==> src/rtl/core/lcm_pkg.sv <==
package lcm_pkg;

    // default operand width and fixed port widths
    localparam int unsigned OPERAND_WIDTH_DEF = 32;
    localparam int unsigned IN_W              = 32;
    localparam int unsigned LCM_W             = 64;
    localparam int unsigned GCD_W             = 32;

    // controller states
    typedef enum logic [2:0] {
        ST_IDLE,
        ST_GCD,
        ST_DIV,
        ST_MUL,
        ST_DONE
    } state_t;

    // datapath operations
    typedef enum logic [2:0] {
        OP_NONE,
        OP_LOAD,
        OP_GCD,
        OP_DIV,
        OP_MUL,
        OP_OUT
    } op_t;

    // controller to datapath
    typedef struct packed {
        op_t op;
    } dp_cmd_t;

    // datapath to controller
    typedef struct packed {
        logic gcd_done;
        logic zero_op;
    } dp_status_t;

endpackage

==> src/rtl/core/lcm_datapath.sv <==
module lcm_datapath #(
    parameter int unsigned OPERAND_WIDTH = lcm_pkg::OPERAND_WIDTH_DEF
) (
    input  logic                       clk,
    input  lcm_pkg::dp_cmd_t           cmd,
    output lcm_pkg::dp_status_t        status,
    input  logic [lcm_pkg::IN_W-1:0]   operand_a,
    input  logic [lcm_pkg::IN_W-1:0]   operand_b,
    output logic [lcm_pkg::LCM_W-1:0]  lcm_value,
    output logic [lcm_pkg::GCD_W-1:0]  gcd_value,
    output logic                       zero_operand
);
    import lcm_pkg::*;

    localparam int unsigned W  = OPERAND_WIDTH;
    localparam int unsigned KW = (W > 1) ? $clog2(W) : 1;

    logic [W-1:0]     a_reg, a_next;
    logic [W-1:0]     x_reg, x_next;
    logic [W-1:0]     y_reg, y_next;
    logic [W-1:0]     g_reg, g_next;
    logic [W-1:0]     rem_reg, rem_next;
    logic [KW-1:0]    k_reg, k_next;
    logic [2*W-1:0]   mcand_reg, mcand_next;
    logic [2*W-1:0]   prod_reg, prod_next;
    logic             zero_reg, zero_next;
    logic [LCM_W-1:0] lcm_out_reg, lcm_out_next;
    logic [GCD_W-1:0] gcd_out_reg, gcd_out_next;
    logic             zero_out_reg, zero_out_next;

    logic [W-1:0]     op_a;
    logic [W-1:0]     op_b;
    logic [W-1:0]     diff_xy;
    logic [W-1:0]     diff_yx;
    logic [W:0]       trial;
    logic [W:0]       trial_sub;
    logic             q_bit;
    logic             xy_zero;

    // masked operands
    assign op_a = operand_a[W-1:0];
    assign op_b = operand_b[W-1:0];

    // shared arithmetic
    assign diff_xy   = x_reg - y_reg;
    assign diff_yx   = y_reg - x_reg;
    assign trial     = {rem_reg, x_reg[W-1]};
    assign trial_sub = trial - {1'b0, g_reg};
    assign q_bit     = ~trial_sub[W];
    assign xy_zero   = (x_reg == '0) || (y_reg == '0);

    assign status.gcd_done = xy_zero;
    assign status.zero_op  = zero_reg;

    // next values per operation
    always_comb
    begin
        a_next        = a_reg;
        x_next        = x_reg;
        y_next        = y_reg;
        g_next        = g_reg;
        rem_next      = rem_reg;
        k_next        = k_reg;
        mcand_next    = mcand_reg;
        prod_next     = prod_reg;
        zero_next     = zero_reg;
        lcm_out_next  = lcm_out_reg;
        gcd_out_next  = gcd_out_reg;
        zero_out_next = zero_out_reg;
        case (cmd.op)
            OP_LOAD:
            begin
                a_next     = op_a;
                x_next     = op_a;
                y_next     = op_b;
                k_next     = '0;
                mcand_next = {{W{1'b0}}, op_b};
                prod_next  = '0;
                zero_next  = (op_a == '0) || (op_b == '0);
            end
            OP_GCD:
            begin
                // binary gcd, one reduction per cycle
                if (xy_zero)
                begin
                    g_next   = (x_reg | y_reg) << k_reg;
                    x_next   = a_reg;
                    rem_next = '0;
                end
                else if (!x_reg[0] && !y_reg[0])
                begin
                    x_next = x_reg >> 1;
                    y_next = y_reg >> 1;
                    k_next = k_reg + KW'(1);
                end
                else if (!x_reg[0])
                begin
                    x_next = x_reg >> 1;
                end
                else if (!y_reg[0])
                begin
                    y_next = y_reg >> 1;
                end
                else if (x_reg >= y_reg)
                begin
                    x_next = diff_xy >> 1;
                end
                else
                begin
                    y_next = diff_yx >> 1;
                end
            end
            OP_DIV:
            begin
                // restoring division, quotient shifts into x
                x_next   = {x_reg[W-2:0], q_bit};
                rem_next = q_bit ? trial_sub[W-1:0] : trial[W-1:0];
            end
            OP_MUL:
            begin
                // shift-add multiply of quotient by b
                if (x_reg[0])
                begin
                    prod_next = prod_reg + mcand_reg;
                end
                mcand_next = mcand_reg << 1;
                x_next     = x_reg >> 1;
            end
            OP_OUT:
            begin
                lcm_out_next  = LCM_W'(prod_reg);
                gcd_out_next  = GCD_W'(g_reg);
                zero_out_next = zero_reg;
            end
            default:
            begin
            end
        endcase
    end

    // datapath registers
    always_ff @(posedge clk)
    begin
        a_reg        <= a_next;
        x_reg        <= x_next;
        y_reg        <= y_next;
        g_reg        <= g_next;
        rem_reg      <= rem_next;
        k_reg        <= k_next;
        mcand_reg    <= mcand_next;
        prod_reg     <= prod_next;
        zero_reg     <= zero_next;
        lcm_out_reg  <= lcm_out_next;
        gcd_out_reg  <= gcd_out_next;
        zero_out_reg <= zero_out_next;
    end

    assign lcm_value    = lcm_out_reg;
    assign gcd_value    = gcd_out_reg;
    assign zero_operand = zero_out_reg;

endmodule

==> src/rtl/core/lcm_ctrl.sv <==
module lcm_ctrl #(
    parameter int unsigned OPERAND_WIDTH = lcm_pkg::OPERAND_WIDTH_DEF
) (
    input  logic                clk,
    input  logic                rst_n,
    input  logic                in_valid,
    output logic                in_stall,
    output logic                out_valid,
    input  logic                out_stall,
    output lcm_pkg::dp_cmd_t    cmd,
    input  lcm_pkg::dp_status_t status
);
    import lcm_pkg::*;

    localparam int unsigned KW = (OPERAND_WIDTH > 1) ? $clog2(OPERAND_WIDTH) : 1;

    state_t        state_reg, state_next;
    logic [KW-1:0] cnt_reg, cnt_next;
    logic          out_valid_reg, out_valid_next;

    // state and counter registers
    always_ff @(posedge clk or negedge rst_n)
    begin
        if (!rst_n)
        begin
            state_reg     <= ST_IDLE;
            cnt_reg       <= '0;
            out_valid_reg <= 1'b0;
        end
        else
        begin
            state_reg     <= state_next;
            cnt_reg       <= cnt_next;
            out_valid_reg <= out_valid_next;
        end
    end

    // next state and datapath command
    always_comb
    begin
        state_next = state_reg;
        cnt_next   = cnt_reg;
        cmd.op     = OP_NONE;
        case (state_reg)
            ST_IDLE:
            begin
                if (in_valid)
                begin
                    cmd.op     = OP_LOAD;
                    state_next = ST_GCD;
                end
            end
            ST_GCD:
            begin
                cmd.op = OP_GCD;
                if (status.gcd_done)
                begin
                    state_next = status.zero_op ? ST_DONE : ST_DIV;
                    cnt_next   = KW'(OPERAND_WIDTH - 1);
                end
            end
            ST_DIV:
            begin
                cmd.op = OP_DIV;
                if (cnt_reg == '0)
                begin
                    state_next = ST_MUL;
                    cnt_next   = KW'(OPERAND_WIDTH - 1);
                end
                else
                begin
                    cnt_next = cnt_reg - KW'(1);
                end
            end
            ST_MUL:
            begin
                cmd.op = OP_MUL;
                if (cnt_reg == '0)
                begin
                    state_next = ST_DONE;
                end
                else
                begin
                    cnt_next = cnt_reg - KW'(1);
                end
            end
            ST_DONE:
            begin
                // wait for the output register to be free
                if (!out_valid_reg || !out_stall)
                begin
                    cmd.op     = OP_OUT;
                    state_next = ST_IDLE;
                end
            end
            default:
            begin
                state_next = ST_IDLE;
            end
        endcase
    end

    // output valid: set on load of a result, cleared on transfer
    always_comb
    begin
        if (cmd.op == OP_OUT)
        begin
            out_valid_next = 1'b1;
        end
        else if (!out_stall)
        begin
            out_valid_next = 1'b0;
        end
        else
        begin
            out_valid_next = out_valid_reg;
        end
    end

    assign in_stall  = (state_reg != ST_IDLE);
    assign out_valid = out_valid_reg;

endmodule

==> src/rtl/core/lcm_via_euclid_gcd.sv <==
// channel  | handshake                   | payload
// ---------+-----------------------------+------------------------------------
// input    | in_valid / in_stall         | operand_a, operand_b
// output   | out_valid / out_stall       | lcm_value, gcd_value, zero_operand
//
// one item at a time: a load, then binary gcd reduction, restoring divide,
// shift-add multiply and a load of the output register; a zero operand skips
// divide and multiply
// the gcd, divide and multiply all run on one shared set of datapath registers
// asynchronous active-low reset clears the controller and output valid only
// a held output stalls the finished item in its last state; the input stays
// stalled until that result has gone into the output register
module lcm_via_euclid_gcd #(
    parameter int unsigned OPERAND_WIDTH = lcm_pkg::OPERAND_WIDTH_DEF
) (
    input  logic                       clk,
    input  logic                       rst_n,
    input  logic                       in_valid,
    output logic                       in_stall,
    input  logic [lcm_pkg::IN_W-1:0]   operand_a,
    input  logic [lcm_pkg::IN_W-1:0]   operand_b,
    output logic                       out_valid,
    input  logic                       out_stall,
    output logic [lcm_pkg::LCM_W-1:0]  lcm_value,
    output logic [lcm_pkg::GCD_W-1:0]  gcd_value,
    output logic                       zero_operand
);
    import lcm_pkg::*;

    dp_cmd_t    cmd;
    dp_status_t status;

    // sequencer
    lcm_ctrl #(
        .OPERAND_WIDTH (OPERAND_WIDTH)
    ) u_ctrl (
        .clk       (clk),
        .rst_n     (rst_n),
        .in_valid  (in_valid),
        .in_stall  (in_stall),
        .out_valid (out_valid),
        .out_stall (out_stall),
        .cmd       (cmd),
        .status    (status)
    );

    // shared arithmetic and result register
    lcm_datapath #(
        .OPERAND_WIDTH (OPERAND_WIDTH)
    ) u_datapath (
        .clk          (clk),
        .cmd          (cmd),
        .status       (status),
        .operand_a    (operand_a),
        .operand_b    (operand_b),
        .lcm_value    (lcm_value),
        .gcd_value    (gcd_value),
        .zero_operand (zero_operand)
    );

endmodule

==> config.mk <==
export PLATFORM = sky130hd
export DESIGN_NAME = lcm_via_euclid_gcd
export DESIGN_NICKNAME = d
export VERILOG_FILES = /design/src/rtl/core/lcm_pkg.sv /design/src/rtl/core/lcm_datapath.sv /design/src/rtl/core/lcm_ctrl.sv /design/src/rtl/core/lcm_via_euclid_gcd.sv
export SDC_FILE = /design/constraint.sdc
export NUM_CORES = 1
export LEC_CHECK = 0
export BUFFER_PORTS_ARGS = -buffer_cell sky130_fd_sc_hd__buf_2
export CORE_MARGIN = 5
export CORE_UTILIZATION = 40
export DETAILED_ROUTE_END_ITERATION = 6
export GPL_TIMING_DRIVEN = 0
export HOLD_SLACK_MARGIN = 0.15
export PLACE_DENSITY_LB_ADDON = 0.3
export SETUP_SLACK_MARGIN = 0.05
export SYNTH_ARGS = -nofsm -noshare
export SYNTH_HDL_FRONTEND = slang
export SYNTH_SLANG_ARGS = --single-unit
==> constraint.sdc <==
create_clock -name clk -period 12.82 [get_ports clk]
set_clock_uncertainty 0.1 [all_clocks]
set_input_delay 1.282 -clock clk [delete_from_list [all_inputs] [get_ports clk]]
set_output_delay 1.282 -clock clk [all_outputs]
set_load 0.05 [all_outputs]
==> reports/qor.txt, run 1 <==
Pre-Repair DR Iteration Count -> 6
Final Hold Fails -> 0
total grt overflow -> 0
reg2reg end -> u_datapath.x_reg[8]
HP Start -> u_datapath.g_reg[16]
worst hold stages -> 0
post-detail-place hpwl -> 68.71 mm
clk slew on worst S/H paths -> 0.06 ns
average cell area after synthesis -> 9.453 um2
Detail Route Antenna Nets -> 0
RSZ-0062 raised after global routing -> false
Ports -> 167
CTS resizes -> 0
CTS Buf Count -> 48
EDFF count, synth -> 391
Routed WL -> 88.58 mm
CTS sink cnt -> 400
synthesized instance count -> 2877
highest clock rate -> 179.1 MHz
die area -> 73310 um2
Initial Util -> 0.4042
Tot Pwr -> 6.871 mW
reg2reg start -> u_datapath.x_reg[0]
# DRC -> 0
largest net degree at the start of global routing -> 65
worst reg2reg setup slack -> 7.24 ns
worst min-delay path class -> flip-flop to flip-flop
fillcell total -> 6516
Final period util -> 0.4354
fin nets -> 3366
post-synthesis cell type count -> 82
share of cells above drive strength 1 -> 0.1023
critical path arrival -> 5.78 ns
H-Tree Level Count -> 2
Root Buffer -> clkbuf_16
leakage power -> 12.18 nW
sequential cell area -> 11970 um2
Pins Over Slew Limit -> 0
Power Density -> 221.7 nW/um2
crit path kind -> flip-flop to flip-flop
status -> complete, no violations
Yosys reg bits -> 400
core area -> 67280 um2
via count -> 23400
number of global-route vias before repair -> 22280
WHS Endpoint -> u_datapath.gcd_value[16]
port bufs -> 166
Slew headroom -> 0.1505
CTS tree -> done
Least-Margin Pin Slew -> 1.264 ns
crit path max fanout -> 13
synth warn -> 0
Yosys top cell by area -> edfxtp_1
DR iter-0 viols -> 2520
Post-synth top cells -> edfxtp_1, a21oi_1, nor2_1, nand2_1, ha_1
Rows -> 95
gpl congestion -> 0.9842
initial antenna violation count -> 4
Die Span Y -> 270.8 um
Main synth FF type -> edfxtp_1
first-pass GRT wire length -> 134.3 mm
dpl ws -> 7.364 ns
setup TNS -> 0 ns
quantity of hold-fixing buffers added after cts -> 0
Final WS setup -> 7.238 ns
WP data required -> 13.02 ns
total track usage -> 0.2317
Register-to-Register Path Depth -> 15
Setup Fix Bufs, Post-CTS -> 0
syn nets -> 3141
Synth area leaders -> edfxtp_1, ha_1, a21oi_1
Layout area overhead -> 13.94%
vias per cell -> 5.826
Worst-Skew Late Latency -> 0.61 ns
CP endpoint kind -> flip-flop
Setup violations, final -> 0
share of the synthesized area in the top cell type -> 0.4317
async set-or-reset flop fraction in the synthesized netlist -> 0.02250
Die W -> 270.8 um
most frequent cell after synthesis -> edfxtp_1
CP Launch Type -> flip-flop
wire per inst -> 22.05 um
clock tree buffer depth -> 3
max cap viols -> 0
Tmin final -> 5.582 ns
footprint of the multi-input gates -> 14110 um2
Peak VDD IR -> 0.0001214 V
register area share after synthesis -> 0.4400
synthesized area -> 27200 um2
## cell families after synthesis
family,after synthesis,synth area share
simple gates,947,0.1624
compound gates,840,0.1885
flops,400,0.4400
buf+inv,311,0.04361
fa+ha+maj,196,0.09128
xor+xnor,123,0.03961
mux,60,0.03460
## cell usage in the layout (no fill, tap or decap), drive strengths merged, types with 30 or more instances in the layout
cell type,count
a211oi,53
a21o,46
a21oi,314
and3,51
buf,194
clkbuf,180
edfxtp,391
ha,192
inv,172
nand2,266
nand3,44
nand4,30
nor2,304
nor2b,32
nor3,74
nor4,47
o211ai,34
o21ai,191
o21bai,38
xnor2,91
xor2,32
## power breakdown
part / total [mW] / internal (mW) / switching, mW / leakage (nW)
Clock: 1.43 / 0.852 / 0.579 / 0.773
Combinational: 3.51 / 1.28 / 2.23 / 7.57
Sequential: 1.93 / 1.71 / 0.222 / 3.84
## how the worst max path moves through the flow
| stage | startpoint | to | depth (start not counted) |
|---|---|---|---|
| final | u_datapath.x_reg[0] | u_datapath.x_reg[8] | 15 |
| after global routing | u_datapath.x_reg[0] | u_datapath.x_reg[8] | 15 |
| after CTS | u_datapath.x_reg[0] | u_datapath.x_reg[8] | 15 |
| after detailed placement | u_datapath.x_reg[0] | u_datapath.x_reg[8] | 15 |
| after global placement | u_ctrl.state_reg[1] | u_datapath.prod_reg[48] | 6 |
| after floorplan | u_ctrl.state_reg[2] | u_datapath.gcd_value[0] | 6 |
## routing by layer
layer | wire, um | GRT usage | up-vias
met2 | 40170 | 0.3685 | 924
met1 | 38910 | 0.3247 | 11240
met3 | 6352 | 0.03810 | 176
met4 | 3144 | 0.07535 | 0
li1 | - | - | 11060
met5 | 0 | 0 | -
## per-stage QoR
stage	utilization	area, um2	instances	hold slack [ns]
final	0.4606	30990	4017	0.3517
after global routing	0.4605	30980	4015	0.3700
after CTS	0.4604	30970	4012	0.3480
after detailed placement	0.4363	29360	3925	0.3347
after global placement	0.4328	29120	3916	0.3345
after floorplan	-	27200	2877	0.3264
## final cells by class
class	instances	share of cell area
diodes	5	0.0004038
plain buffers	140	0.01756
clock buffers	59	0.04010
clock inverters	28	0.01215
inverters	171	0.02071
multi-input cells	2166	0.4553
flip-flops and latches	400	0.3862
well taps	873	0.03525
repair buffers	175	0.03230
## critical path, stage by stage (launching register included)
cell and delay (ns):
edfxtp_1 0.55, inv_1 0.22, ha_1 0.27, fa_1 0.42, nor2_1 0.17, o21ai_0 0.13, nand3_1 0.15, a31oi_1 0.18
o31ai_1 0.58, o211ai_1 0.22, nand2_1 0.30, clkbuf_1 0.47, nand2_1 0.32, a311oi_4 0.76, buf_8 0.26, buf_8 0.17
(Power assumes the default switching activity.)
==> run 2, diff against run 1 <==
- clock period: 12.82 -> 5.77 ns (I/O delays scaled with it)
==> reports/qor.txt, run 2 (synthesized netlist as in run 1, its figures left out) <==
share of cells above drive strength 1 -> 0.1061 (+0.003880)
Power Density -> 487.3 nW/um2 (+120%)
Register-to-Register Path Depth -> 15 (unchanged)
Least-Margin Pin Slew -> 1.203 ns (-0.06125 ns)
Tmin final -> 5.350 ns (-0.2321 ns)
HP Start -> out_stall
vias per cell -> 5.830 (about the same)
Tot Pwr -> 15.29 mW (+120%)
gpl congestion -> 0.9819 (-0.23%)
worst reg2reg setup slack -> 0.42 ns (-6.82 ns)
CTS Buf Count -> 49 (+2.1%)
critical path arrival -> 5.67 ns (-0.11 ns)
CTS resizes -> 0 (unchanged)
WP data required -> 6.09 ns (-6.93 ns)
worst hold stages -> 3 (+3)
CP Launch Type -> flip-flop
placed cell area -> 29430 um2 (+0.24%)
WHS Endpoint -> u_ctrl.out_valid
most common cell after layout, fill and taps aside -> edfxtp_1
Peak VDD IR -> 0.0002657 V (+120%)
CTS tree -> done
setup TNS -> 0 ns (unchanged)
RSZ-0062 raised after global routing -> false
Detail Route Antenna Nets -> 0 (unchanged)
Pre-Repair DR Iteration Count -> 6 (unchanged)
Layout Cell Area excl Fill -> 31380 um2 (+1.3%)
Die Span Y -> 270.8 um (unchanged)
clock tree buffer depth -> 3 (unchanged)
number of global-route vias before repair -> 22370 (+0.44%)
highest clock rate -> 186.9 MHz (+4.3%)
total track usage -> 0.2341 (+0.002406)
most frequent cells in the layout -> edfxtp_1, a21oi_1, nor2_1
Worst-Skew Late Latency -> 0.61 ns (about the same)
Ports -> 167 (unchanged)
initial antenna violation count -> 1 (-3)
CTS sink cnt -> 400 (unchanged)
Layout area overhead -> 15.40%
total grt overflow -> 0 (unchanged)
status -> complete, no violations
worst min-delay path class -> input port to flip-flop
fin nets -> 3399 (+0.98%)
Initial Util -> 0.4042 (unchanged)
Root Buffer -> clkbuf_16
Routed WL -> 89.46 mm (+0.99%)
wire per inst -> 22.09 um (+0.17%)
via count -> 23610 (+0.89%)
Final period util -> 0.9272 (+0.4918)
# DRC -> 0 (unchanged)
Slew headroom -> 0.1917 (+0.04115)
port bufs -> 166 (unchanged)
reg2reg start -> u_datapath.x_reg[0]
largest net degree at the start of global routing -> 65 (unchanged)
post-detail-place hpwl -> 68.84 mm (+0.20%)
Die W -> 270.8 um (unchanged)
Rows -> 95 (unchanged)
Setup violations, final -> 0 (unchanged)
crit path kind -> flip-flop to flip-flop
Final Hold Fails -> 0 (unchanged)
clk slew on worst S/H paths -> 0.06 ns (about the same)
first-pass GRT wire length -> 136.0 mm (+1.2%)
DR iter-0 viols -> 2603 (+3.3%)
core area -> 67280 um2 (unchanged)
Pins Over Slew Limit -> 0 (unchanged)
crit path max fanout -> 10 (-3)
CP endpoint kind -> flip-flop
reg2reg end -> u_datapath.x_reg[7]
max cap viols -> 0 (unchanged)
die area -> 73310 um2 (unchanged)
leakage power -> 12.36 nW (+1.5%)
H-Tree Level Count -> 2 (unchanged)
run 2: critical path: stages (launching register included):
cell and delay, ns:
edfxtp_1 0.53, inv_1 0.21, ha_1 0.28, fa_1 0.42
nor2_1 0.15, o21ai_0 0.16, nand3_1 0.17, a31oi_1 0.22
o31ai_1 0.66, o211ai_1 0.22, nand2_1 0.27, and3_1 0.31
clkbuf_1 0.61, buf_2 0.41, nand2_1 0.16, a41oi_1 0.27
run 2: layout make-up:
class                   instances  area [um2]
repair buffers                207        1369
multi-input cells            2166       14110
flip-flops and latches        400       11970
clock inverters                36       406.6
fillers                      6478       35890
clock buffers                  55        1249
plain buffers                 140       544.3
well taps                     873        1092
diodes                          2       5.005
inverters                     171       641.9
run 2: worst max path at each step:
stage / slack, ns / from / cells past startpoint / end
floorplan: 0.95 / u_ctrl.state_reg[1] / 6 / u_datapath.prod_reg[0]
global placement: -2.18 / u_ctrl.state_reg[1] / 6 / u_datapath.prod_reg[54]
detailed placement: 0.27 / u_datapath.x_reg[0] / 15 / u_datapath.x_reg[6]
CTS: 0.24 / u_datapath.x_reg[0] / 15 / u_datapath.x_reg[6]
global route: 0.34 / u_datapath.x_reg[0] / 15 / u_datapath.x_reg[6]
finish: 0.42 / u_datapath.x_reg[0] / 15 / u_datapath.x_reg[7]
run 2: per-stage QoR:
stage / setup slack, ns / hold WS (ns) / std cells / util
final: 0.4199 / 0.1838 / 4050 / 0.4665
after global routing: 0.3363 / 0.1795 / 4049 / 0.4665
after CTS: 0.2370 / 0.1507 / 4047 / 0.4663
after detailed placement: 0.2732 / 0.3444 / 3927 / 0.4374
after global placement: -2.180 / 0.3446 / 3916 / 0.4330
after floorplan: 0.9515 / 0.1814 / 2877 / -
run 2: per-layer routing:
metal,track usage,up-vias,share of wire
li1,-,11130,-
met1,0.3306,11340,0.44
met2,0.3745,968,0.45
met3,0.03535,170,0.072
met4,0.07063,0,0.033
met5,0,-,0
run 2: power by group:
group / internal (mW) / switching [mW]
logic: 2.87 / 4.94
registers: 3.80 / 0.494
clock network: 1.85 / 1.35
total: 8.51 / 6.78
run 2: timing repair:
| action | 4_1_cts | 5_1_grt |
|---|---|---|
| setup buffers | 0 | 1 |
| endpoints found under the setup margin | 0 | 10 |
| hold buffers | 29 | 0 |
| hold endpoints to repair | 37 | 0 |
